--- config.mk ---
export PLATFORM = sky130hd
export DESIGN_NAME = addressable_led_bit_encoder_unit_flat
export DESIGN_NICKNAME = d
export VERILOG_FILES = /design/src/rtl/aled_pkg.sv /design/src/rtl/aled_req_if.sv /design/src/rtl/aled_rsp_if.sv /design/src/rtl/aled_front.sv /design/src/rtl/aled_queue.sv /design/src/rtl/aled_back.sv /design/src/rtl/addressable_led_bit_encoder_unit.sv /design/src/flat_wrapper.sv
export VERILOG_INCLUDE_DIRS = /design/src /design/src/rtl
export SDC_FILE = /design/constraint.sdc
export NUM_CORES = 1
export LEC_CHECK = 0
export BUFFER_PORTS_ARGS = -buffer_cell sky130_fd_sc_hd__buf_2
export CAP_MARGIN = 20
export CORE_UTILIZATION = 61
export DETAILED_ROUTE_END_ITERATION = 16
export PLACE_DENSITY = 0.89
export SLEW_MARGIN = 20
export SYNTH_ARGS = -nofsm -noshare
export SYNTH_HDL_FRONTEND = slang
export SYNTH_HIERARCHICAL = 1
export SYNTH_SLANG_ARGS = --single-unit
--- constraint.sdc ---
create_clock -name clock -period 4.91 [get_ports clock]
set_input_delay 0.2455 -clock clock [delete_from_list [all_inputs] [get_ports clock]]
set_output_delay 0.2455 -clock clock [all_outputs]
set_load 0.02 [all_outputs]
--- src/rtl/addressable_led_bit_encoder_unit_macros.svh ---
`ifndef ADDRESSABLE_LED_BIT_ENCODER_UNIT_MACROS_SVH
`define ADDRESSABLE_LED_BIT_ENCODER_UNIT_MACROS_SVH

// Same-cycle implication, checked outside reset.
`define ALED_ASSERT_NOW(label, clk, rst, ante, cons, msg) \
   label: assert property (@(posedge clk) disable iff (rst) (ante) |-> (cons)) else $error(msg);

// Next-cycle implication, checked outside reset.
`define ALED_ASSERT_NEXT(label, clk, rst, ante, cons, msg) \
   label: assert property (@(posedge clk) disable iff (rst) (ante) |=> (cons)) else $error(msg);

`endif

--- src/rtl/aled_pkg.sv ---
package aled_pkg;

   localparam int LEVEL_W     = 8;
   localparam int DUTY_W      = 16;
   localparam int COLOR_BITS  = 24;
   localparam int QUEUE_DEPTH = 2;

   localparam logic [DUTY_W-1:0] ONE_DUTY_RESET  = 16'd60;
   localparam logic [DUTY_W-1:0] ZERO_DUTY_RESET = 16'd30;

   localparam int CSR_INDEX_W = 1;
   localparam logic [CSR_INDEX_W-1:0] REG_ONE_BIT_DUTY  = 1'b0;
   localparam logic [CSR_INDEX_W-1:0] REG_ZERO_BIT_DUTY = 1'b1;

   typedef struct packed {
      logic                  frame_start;
      logic [COLOR_BITS-1:0] color_word;
   } pixel_word_type;

   typedef struct packed {
      logic can_push;
      logic can_pop;
   } queue_status_type;

   // Exact floor(p / 255) for any product of two 8-bit levels.
   function automatic logic [LEVEL_W-1:0] scale_div255(input logic [2*LEVEL_W-1:0] p);
      logic [2*LEVEL_W:0] sum;
      sum = {1'b0, p} + {{(LEVEL_W+1){1'b0}}, p[2*LEVEL_W-1:LEVEL_W]} + 17'd1;
      return sum[2*LEVEL_W-1:LEVEL_W];
   endfunction

endpackage

--- src/rtl/aled_req_if.sv ---
interface aled_req_if;
   logic                         valid;
   logic                         ready;
   logic [aled_pkg::LEVEL_W-1:0] red_level;
   logic [aled_pkg::LEVEL_W-1:0] green_level;
   logic [aled_pkg::LEVEL_W-1:0] blue_level;
   logic [aled_pkg::LEVEL_W-1:0] pixel_brightness;
   logic                         frame_start;

   modport source (
      output valid, red_level, green_level, blue_level, pixel_brightness, frame_start,
      input  ready
   );
   modport sink (
      input  valid, red_level, green_level, blue_level, pixel_brightness, frame_start,
      output ready
   );
endinterface

--- src/rtl/aled_rsp_if.sv ---
interface aled_rsp_if;
   logic                        valid;
   logic                        ready;
   logic [aled_pkg::DUTY_W-1:0] duty_value;
   logic                        run_last;

   modport source (
      output valid, duty_value, run_last,
      input  ready
   );
   modport sink (
      input  valid, duty_value, run_last,
      output ready
   );
endinterface

--- src/rtl/aled_front.sv ---
module aled_front (
   input  logic                       clock,
   input  logic                       reset,
   aled_req_if.sink                   req_bus,
   input  aled_pkg::queue_status_type queue_status,
   output logic                       push,
   output aled_pkg::pixel_word_type   push_data
);

   localparam int PROD_W = 2 * aled_pkg::LEVEL_W;

   logic              s1_valid_ff, s1_valid_in;
   logic [PROD_W-1:0] red_prod_ff, red_prod_in;
   logic [PROD_W-1:0] green_prod_ff, green_prod_in;
   logic [PROD_W-1:0] blue_prod_ff, blue_prod_in;
   logic              frame_ff, frame_in;
   logic              accept;

   assign push           = s1_valid_ff && queue_status.can_push;
   assign req_bus.ready  = !s1_valid_ff || queue_status.can_push;
   assign accept         = req_bus.valid && req_bus.ready;

   always_comb begin
      s1_valid_in   = s1_valid_ff;
      red_prod_in   = red_prod_ff;
      green_prod_in = green_prod_ff;
      blue_prod_in  = blue_prod_ff;
      frame_in      = frame_ff;
      if (push) begin
         s1_valid_in = 1'b0;
      end
      if (accept) begin
         s1_valid_in   = 1'b1;
         red_prod_in   = PROD_W'(req_bus.red_level) * PROD_W'(req_bus.pixel_brightness);
         green_prod_in = PROD_W'(req_bus.green_level) * PROD_W'(req_bus.pixel_brightness);
         blue_prod_in  = PROD_W'(req_bus.blue_level) * PROD_W'(req_bus.pixel_brightness);
         frame_in      = req_bus.frame_start;
      end
   end

   always_comb begin
      push_data.frame_start = frame_ff;
      push_data.color_word  = {aled_pkg::scale_div255(green_prod_ff),
                               aled_pkg::scale_div255(red_prod_ff),
                               aled_pkg::scale_div255(blue_prod_ff)};
   end

   always_ff @(posedge clock) begin
      if (reset) begin
         s1_valid_ff <= 1'b0;
      end else begin
         s1_valid_ff <= s1_valid_in;
      end
      red_prod_ff   <= red_prod_in;
      green_prod_ff <= green_prod_in;
      blue_prod_ff  <= blue_prod_in;
      frame_ff      <= frame_in;
   end

endmodule

--- src/rtl/aled_queue.sv ---
`include "addressable_led_bit_encoder_unit_macros.svh"

module aled_queue (
   input  logic                       clock,
   input  logic                       reset,
   input  logic                       push,
   input  aled_pkg::pixel_word_type   push_data,
   input  logic                       pop,
   output aled_pkg::pixel_word_type   pop_data,
   output aled_pkg::queue_status_type queue_status
);

   localparam int DEPTH = aled_pkg::QUEUE_DEPTH;
   localparam int PTR_W = (DEPTH > 1) ? $clog2(DEPTH) : 1;
   localparam int CNT_W = $clog2(DEPTH + 1);

   aled_pkg::pixel_word_type entry_ff [DEPTH];
   logic [PTR_W-1:0] wr_ptr_ff, wr_ptr_in;
   logic [PTR_W-1:0] rd_ptr_ff, rd_ptr_in;
   logic [CNT_W-1:0] count_ff, count_in;

   assign queue_status.can_push = (count_ff != CNT_W'(DEPTH));
   assign queue_status.can_pop  = (count_ff != '0);
   assign pop_data              = entry_ff[rd_ptr_ff];

   always_comb begin
      wr_ptr_in = wr_ptr_ff;
      rd_ptr_in = rd_ptr_ff;
      count_in  = count_ff;
      if (push) begin
         wr_ptr_in = (wr_ptr_ff == PTR_W'(DEPTH - 1)) ? '0 : wr_ptr_ff + 1'b1;
      end
      if (pop) begin
         rd_ptr_in = (rd_ptr_ff == PTR_W'(DEPTH - 1)) ? '0 : rd_ptr_ff + 1'b1;
      end
      if (push && !pop) begin
         count_in = count_ff + 1'b1;
      end else if (pop && !push) begin
         count_in = count_ff - 1'b1;
      end
   end

   always_ff @(posedge clock) begin
      if (reset) begin
         wr_ptr_ff <= '0;
         rd_ptr_ff <= '0;
         count_ff  <= '0;
      end else begin
         wr_ptr_ff <= wr_ptr_in;
         rd_ptr_ff <= rd_ptr_in;
         count_ff  <= count_in;
      end
      if (push) begin
         entry_ff[wr_ptr_ff] <= push_data;
      end
   end

   `ALED_ASSERT_NOW(queue_no_overrun, clock, reset, push, queue_status.can_push || pop, "push into full queue")
   `ALED_ASSERT_NOW(queue_no_underrun, clock, reset, pop, queue_status.can_pop, "pop from empty queue")

endmodule

--- src/rtl/aled_back.sv ---
`include "addressable_led_bit_encoder_unit_macros.svh"

module aled_back #(
   parameter int PAD_SLOTS = 24
) (
   input  logic                              clock,
   input  logic                              reset,
   input  aled_pkg::pixel_word_type          pop_data,
   input  aled_pkg::queue_status_type        queue_status,
   output logic                              pop,
   input  logic [aled_pkg::DUTY_W-1:0]       one_duty,
   input  logic [aled_pkg::DUTY_W-1:0]       zero_duty,
   aled_rsp_if.source                        rsp_bus
);

   localparam int COLOR_BITS = aled_pkg::COLOR_BITS;
   localparam int MAX_SLOTS  = (PAD_SLOTS > COLOR_BITS) ? PAD_SLOTS : COLOR_BITS;
   localparam int CNT_W      = $clog2(MAX_SLOTS);
   localparam int DUTY_W     = aled_pkg::DUTY_W;

   logic                  active_ff, active_in;
   logic                  pad_ff, pad_in;
   logic [CNT_W-1:0]      cnt_ff, cnt_in;
   logic [COLOR_BITS-1:0] word_ff, word_in;
   logic                  rsp_valid_ff, rsp_valid_in;
   logic [DUTY_W-1:0]     duty_ff, duty_in;
   logic                  last_ff, last_in;
   logic                  advance, emit, last_bit;

   assign advance  = !rsp_valid_ff || rsp_bus.ready;
   assign emit     = advance && active_ff;
   assign last_bit = !pad_ff && (cnt_ff == CNT_W'(COLOR_BITS - 1));
   assign pop      = queue_status.can_pop && (!active_ff || (emit && last_bit));

   always_comb begin
      active_in    = active_ff;
      pad_in       = pad_ff;
      cnt_in       = cnt_ff;
      word_in      = word_ff;
      rsp_valid_in = rsp_valid_ff;
      duty_in      = duty_ff;
      last_in      = last_ff;
      if (advance) begin
         rsp_valid_in = active_ff;
      end
      if (emit) begin
         if (pad_ff) begin
            duty_in = '0;
            last_in = 1'b0;
            if (cnt_ff == CNT_W'(PAD_SLOTS - 1)) begin
               pad_in = 1'b0;
               cnt_in = '0;
            end else begin
               cnt_in = cnt_ff + 1'b1;
            end
         end else begin
            duty_in = word_ff[COLOR_BITS-1] ? one_duty : zero_duty;
            last_in = last_bit;
            word_in = word_ff << 1;
            cnt_in  = cnt_ff + 1'b1;
            if (last_bit) begin
               active_in = 1'b0;
            end
         end
      end
      if (pop) begin
         active_in = 1'b1;
         pad_in    = pop_data.frame_start && (PAD_SLOTS != 0);
         cnt_in    = '0;
         word_in   = pop_data.color_word;
      end
   end

   always_ff @(posedge clock) begin
      if (reset) begin
         active_ff    <= 1'b0;
         pad_ff       <= 1'b0;
         cnt_ff       <= '0;
         rsp_valid_ff <= 1'b0;
      end else begin
         active_ff    <= active_in;
         pad_ff       <= pad_in;
         cnt_ff       <= cnt_in;
         rsp_valid_ff <= rsp_valid_in;
      end
      word_ff <= word_in;
      duty_ff <= duty_in;
      last_ff <= last_in;
   end

   assign rsp_bus.valid      = rsp_valid_ff;
   assign rsp_bus.duty_value = duty_ff;
   assign rsp_bus.run_last   = last_ff;

   `ALED_ASSERT_NEXT(back_pad_slot_blank, clock, reset, emit && pad_ff, (duty_ff == '0) && !last_ff, "padding beat not blank")
   `ALED_ASSERT_NOW(back_pad_needs_pixel, clock, reset, pad_ff, active_ff, "padding without a pixel")
   `ALED_ASSERT_NOW(back_bit_count_range, clock, reset, active_ff && !pad_ff, cnt_ff < CNT_W'(COLOR_BITS), "bit counter out of range")

endmodule

--- src/rtl/addressable_led_bit_encoder_unit.sv ---
// The first beat of a pixel passes the front-end product register, the queue entry, the
// back-end word register and the duty register. The back-end serializer emits one duty beat
// per cycle while rsp_bus.ready allows and reloads from the queue with no gap.
// Reset: synchronous, active high; clears all control state, empties the queue and sets the
// one-bit and zero-bit duty registers to 60 and 30.
module addressable_led_bit_encoder_unit #(
   parameter int PAD_SLOTS = 24
) (
   input  logic                               clock,
   input  logic                               reset,
   aled_req_if.sink                           req_bus,
   aled_rsp_if.source                         rsp_bus,
   input  logic                               csr_write_enable,
   input  logic [aled_pkg::CSR_INDEX_W-1:0]   csr_index,
   input  logic [aled_pkg::DUTY_W-1:0]        csr_write_data
);

   logic [aled_pkg::DUTY_W-1:0] one_duty_ff, one_duty_in;
   logic [aled_pkg::DUTY_W-1:0] zero_duty_ff, zero_duty_in;

   logic                       push;
   logic                       pop;
   aled_pkg::pixel_word_type   push_data;
   aled_pkg::pixel_word_type   pop_data;
   aled_pkg::queue_status_type queue_status;

   always_comb begin
      one_duty_in  = one_duty_ff;
      zero_duty_in = zero_duty_ff;
      if (csr_write_enable) begin
         unique case (csr_index)
            aled_pkg::REG_ONE_BIT_DUTY:  one_duty_in  = csr_write_data;
            aled_pkg::REG_ZERO_BIT_DUTY: zero_duty_in = csr_write_data;
            default: ;
         endcase
      end
   end

   always_ff @(posedge clock) begin
      if (reset) begin
         one_duty_ff  <= aled_pkg::ONE_DUTY_RESET;
         zero_duty_ff <= aled_pkg::ZERO_DUTY_RESET;
      end else begin
         one_duty_ff  <= one_duty_in;
         zero_duty_ff <= zero_duty_in;
      end
   end

   aled_front u_front (
      .clock        (clock),
      .reset        (reset),
      .req_bus      (req_bus),
      .queue_status (queue_status),
      .push         (push),
      .push_data    (push_data)
   );

   aled_queue u_queue (
      .clock        (clock),
      .reset        (reset),
      .push         (push),
      .push_data    (push_data),
      .pop          (pop),
      .pop_data     (pop_data),
      .queue_status (queue_status)
   );

   aled_back #(
      .PAD_SLOTS (PAD_SLOTS)
   ) u_back (
      .clock        (clock),
      .reset        (reset),
      .pop_data     (pop_data),
      .queue_status (queue_status),
      .pop          (pop),
      .one_duty     (one_duty_ff),
      .zero_duty    (zero_duty_ff),
      .rsp_bus      (rsp_bus)
   );

endmodule

--- src/flat_wrapper.sv ---
// flat-port wrapper written by rule: the top's interface ports become plain ports
module addressable_led_bit_encoder_unit_flat 
#(
   parameter int PAD_SLOTS = 24
)
  (clock, reset, csr_write_enable, csr_index, csr_write_data, req_bus_valid, req_bus_red_level, req_bus_green_level, req_bus_blue_level, req_bus_pixel_brightness, req_bus_frame_start, req_bus_ready, rsp_bus_valid, rsp_bus_duty_value, rsp_bus_run_last, rsp_bus_ready);
  aled_req_if req_bus_i ();
  aled_rsp_if rsp_bus_i ();
  input  logic clock;
  input  logic reset;
  input  logic csr_write_enable;
  input  logic [aled_pkg::CSR_INDEX_W-1:0] csr_index;
  input  logic [aled_pkg::DUTY_W-1:0] csr_write_data;
  input wire logic [$bits(req_bus_i.valid)-1:0] req_bus_valid;
  input wire logic [$bits(req_bus_i.red_level)-1:0] req_bus_red_level;
  input wire logic [$bits(req_bus_i.green_level)-1:0] req_bus_green_level;
  input wire logic [$bits(req_bus_i.blue_level)-1:0] req_bus_blue_level;
  input wire logic [$bits(req_bus_i.pixel_brightness)-1:0] req_bus_pixel_brightness;
  input wire logic [$bits(req_bus_i.frame_start)-1:0] req_bus_frame_start;
  output wire logic [$bits(req_bus_i.ready)-1:0] req_bus_ready;
  output wire logic [$bits(rsp_bus_i.valid)-1:0] rsp_bus_valid;
  output wire logic [$bits(rsp_bus_i.duty_value)-1:0] rsp_bus_duty_value;
  output wire logic [$bits(rsp_bus_i.run_last)-1:0] rsp_bus_run_last;
  input wire logic [$bits(rsp_bus_i.ready)-1:0] rsp_bus_ready;
  assign req_bus_i.valid = req_bus_valid;
  assign req_bus_i.red_level = req_bus_red_level;
  assign req_bus_i.green_level = req_bus_green_level;
  assign req_bus_i.blue_level = req_bus_blue_level;
  assign req_bus_i.pixel_brightness = req_bus_pixel_brightness;
  assign req_bus_i.frame_start = req_bus_frame_start;
  assign req_bus_ready = req_bus_i.ready;
  assign rsp_bus_valid = rsp_bus_i.valid;
  assign rsp_bus_duty_value = rsp_bus_i.duty_value;
  assign rsp_bus_run_last = rsp_bus_i.run_last;
  assign rsp_bus_i.ready = rsp_bus_ready;
  addressable_led_bit_encoder_unit #(.PAD_SLOTS(PAD_SLOTS)) u_core (.clock(clock), .reset(reset), .req_bus(req_bus_i), .rsp_bus(rsp_bus_i), .csr_write_enable(csr_write_enable), .csr_index(csr_index), .csr_write_data(csr_write_data));
endmodule
==> metrics.json <==
{
  "run_status": "finished clean",
  "initial_core_util_pct": 62.6,
  "viasPerCell": 5.54,
  "synth_edf_count": 140,
  "grt_most_used_layer": "met2",
  "p_per_area_nw_per_um2": 470,
  "met3_resource_use_gr_pct": 3.26,
  "cts_max_level": 4,
  "finalInstanceArea_sq_um": 15400,
  "number_of_buffers_added_by_the_clock_tree_synthesis_step": 17,
  "finalSetupViolations": 0,
  "criticalPathCategory": "in2reg",
  "die_h_microns": 155,
  "core.rowCount": 55,
  "ant_nets": 0,
  "route.vias.total": 9313,
  "timing_hold_violations_final": 0,
  "synthesis.nets": 1591,
  "max_cap_violations": 0,
  "clk_pin_slew_ns": 0.07,
  "synth_area_leader_cell": "sky130_fd_sc_hd__edfxtp_1",
  "worstMarginPinSlew_ns": 0.993,
  "leading_cell_types_by_count_after_synthesis": "171 x sky130_fd_sc_hd__and2_1, 167 x sky130_fd_sc_hd__inv_1, 140 x sky130_fd_sc_hd__edfxtp_1",
  "grt_pass1_vias": 9568,
  "post-route-period-util_pct": 85.2,
  "max_freq_mhz": 239,
  "grt_max_degree": 60,
  "async_s_r_ff_share_synth_pct": 0,
  "cp-start-kind": "input pin",
  "detail_route.wirelength_microns": 26000,
  "setup_repair_after_global_routing_missed_its_margin": "no",
  "cts_repair_resize_count": 0,
  "setup.worst_path.end_class": "flip-flop",
  "grt_overflow_total": 0,
  "post_synth.cell_area_avg_sq_um": 11.0,
  "ys_seq_elements": 186,
  "netlist_area_sq_um": 14300,
  "max_fo_critical_path": 24,
  "distinct_cells_synth": 68,
  "placement_cell_area_sq_um": 14800,
  "post-route-drc-count": 0,
  "final.hold.worst_slack_ns": 0.0709,
  "synth.most_common_cell": "sky130_fd_sc_hd__and2_1",
  "wl_per_cell_microns": 15.5,
  "buffers_from_clock_root_to_sink_at_most": 2,
  "worst_slew_margin_relative_to_its_limit_pct": 33.8,
  "first_iter_violations": 493,
  "grt_util_all_layers_pct": 22.9,
  "synth_sequential_area_ratio_pct": 35.9,
  "ios": 74,
  "drive_above_1_share_pct": 10.1,
  "synthDominantCellAreaShare_pct": 29.5,
  "synth_cells": 1297,
  "hp-class": "in2reg",
  "timing.clock.skew_ns": 0.0106,
  "ys.flop_type": "sky130_fd_sc_hd__edfxtp_1",
  "grt_first_pass_wirelength_microns": 43900,
  "synthTopCellsByArea": "sky130_fd_sc_hd__edfxtp_1 29%, sky130_fd_sc_hd__fa_1 15%, sky130_fd_sc_hd__ha_1 11%",
  "cellLeakagePower_nw": 6.85,
  "max-vdd-ir-drop_v": 0.000296,
  "critPathRequiredTime_ns": 5.13,
  "grt_antenna_before_repair": 0,
  "portBuffers": 73,
  "dp.final_hpwl_microns": 19300,
  "die_w_microns": 155,
  "cts_root_buffer": "sky130_fd_sc_hd__clkbuf_16",
  "use_met2_pct": 40.5,
  "clock_insertion_delay_worst_skew_ns": 0.43,
  "slew_viol_final": 0,
  "tritoncts": "done",
  "layout-area-overhead-vs-synth_pct": 7.98,
  "grtUsageMet1_pct": 28.9,
  "cts.repair_timing.setup_buffer_count": 0,
  "dr.pass1.iters": 7,
  "fin_nets": 1650,
  "final.min_clock_period_ns": 4.18,
  "design.core.area_sq_um": 22800,
  "ys_warn_count": 6,
  "worst_ep_arrival_time_ns": 4.40,
  "routabilityCongestion": 0.884,
  "finalSetupTns_ns": 0,
  "cts_num_sinks": 186,
  "layout.filler_cells": 1664,
  "insertedDiodeCount": 0,
  "fp.dieArea_sq_um": 24000
}
## what timing repair did
action / in CTS / in global routing
setup endpoints to repair: 0 / 0
hold buffers: 1 / 0
hold endpoints to repair: 1 / 0
## power breakdown
group          total, mW  internal [mW]  switching [mW]
Combinational       3.22           1.42            1.79
Sequential          2.74           2.41           0.320
Clock               1.29          0.742           0.551
Total               7.24           4.58            2.67
## per-layer routing
layer  vias up  wire length, microns  share of wire, %
li1       4462                     -                 -
met1      4561                 11400                44
met2       260                 13200                51
met3        30                  1090               4.2
met4         0                   358               1.4
met5         -                     0                 0
## through the flow
stage	util [%]	std cells	setup slack, ns	power (mW)
finish	67.6	1682	0.728	7.24
global route	67.6	1682	0.449	7.80
CTS	67.6	1682	0.711	7.27
detailed placement	65.1	1649	0.264	5.93
global placement	65.1	1649	0.443	5.74
floorplan	-	1297	0.688	5.18
## registers in the layout, summed over array words and instances, names as in the netlist, named ones only
name and count:
u_core/one_duty_ff 16, u_core/u_back/active_ff 1, u_core/u_back/cnt_ff 5, u_core/u_back/pad_ff 1
u_core/u_back/rsp_bus.duty_value 16, u_core/u_back/rsp_bus.run_last 1, u_core/u_back/rsp_bus.valid 1, u_core/u_back/word_ff 24
u_core/u_front/blue_prod_ff 16, u_core/u_front/frame_ff 1, u_core/u_front/green_prod_ff 16, u_core/u_front/red_prod_ff 16
u_core/u_front/s1_valid_ff 1, u_core/u_queue/count_ff 2, u_core/u_queue/entry_ff 50, u_core/u_queue/rd_ptr_ff 1
u_core/u_queue/wr_ptr_ff 1, u_core/zero_duty_ff 16
## kinds of logic after synthesis
kind of cell,count (synthesis),share of synthesized area [%]
buf+inv,205,5.97
mux,91,6.81
xor+xnor,56,3.44
simple gates,394,15.2
fa+ha+maj,239,26.7
compound gates,126,5.97
flops,186,35.9
## critical path, stage by stage
cell	delay (ns)
sky130_fd_sc_hd__buf_2	0.33
sky130_fd_sc_hd__nand2_1	0.16
sky130_fd_sc_hd__fa_1	0.53
sky130_fd_sc_hd__fa_1	0.55
sky130_fd_sc_hd__inv_1	0.05
sky130_fd_sc_hd__fa_1	0.47
sky130_fd_sc_hd__inv_1	0.05
sky130_fd_sc_hd__fa_1	0.47
sky130_fd_sc_hd__inv_1	0.04
sky130_fd_sc_hd__ha_1	0.31
sky130_fd_sc_hd__o21a_1	0.22
sky130_fd_sc_hd__a21boi_1	0.15
sky130_fd_sc_hd__o21ai_1	0.25
sky130_fd_sc_hd__or4b_1	0.45
sky130_fd_sc_hd__o311ai_0	0.12
## cell usage in the layout (no fill, tap or decap), drive strengths merged, types with 7 or more instances in the layout
cell type  count
buf           77
xnor2         44
nand4          7
nor2b         10
nand2         56
mux2i         43
mux2          48
edfxtp       140
dfxtp         46
xor2          12
clkbuf        19
nor2          66
o21ai         30
nand2b        41
a21oi         35
fa           108
ha           131
inv          168
nand3         18
and2         173
a21o          12
clkinv         7
a211oi        12
## cell type report
cell class | instances | area, sq um | area share (%)
multi-input cells | 906 | 8290 | 53.8
flip-flops and latches | 186 | 5130 | 33.3
inverters | 167 | 627 | 4.07
clock buffers | 19 | 433 | 2.81
repair buffers | 78 | 405 | 2.63
well taps | 313 | 392 | 2.54
clock inverters | 13 | 126 | 0.821
## final timing paths
kind | startpoint | endpoint | slack [ns] | cells past startpoint
hold reg to reg | u_core/zero_duty_ff[1] | u_core/zero_duty_ff[1] | 0.47 | 1
hold / removal | csr_write_data[5] | u_core/zero_duty_ff[5] | 0.07 | 3
setup / recovery | req_bus_pixel_brightness[2] | u_core/u_front/green_prod_ff[13] | 0.73 | 15
setup reg to reg | u_core/u_back/pad_ff | u_core/u_queue/count_ff[1] | 2.03 | 7
No activity file was read; power rests on OpenSTA's default activity.
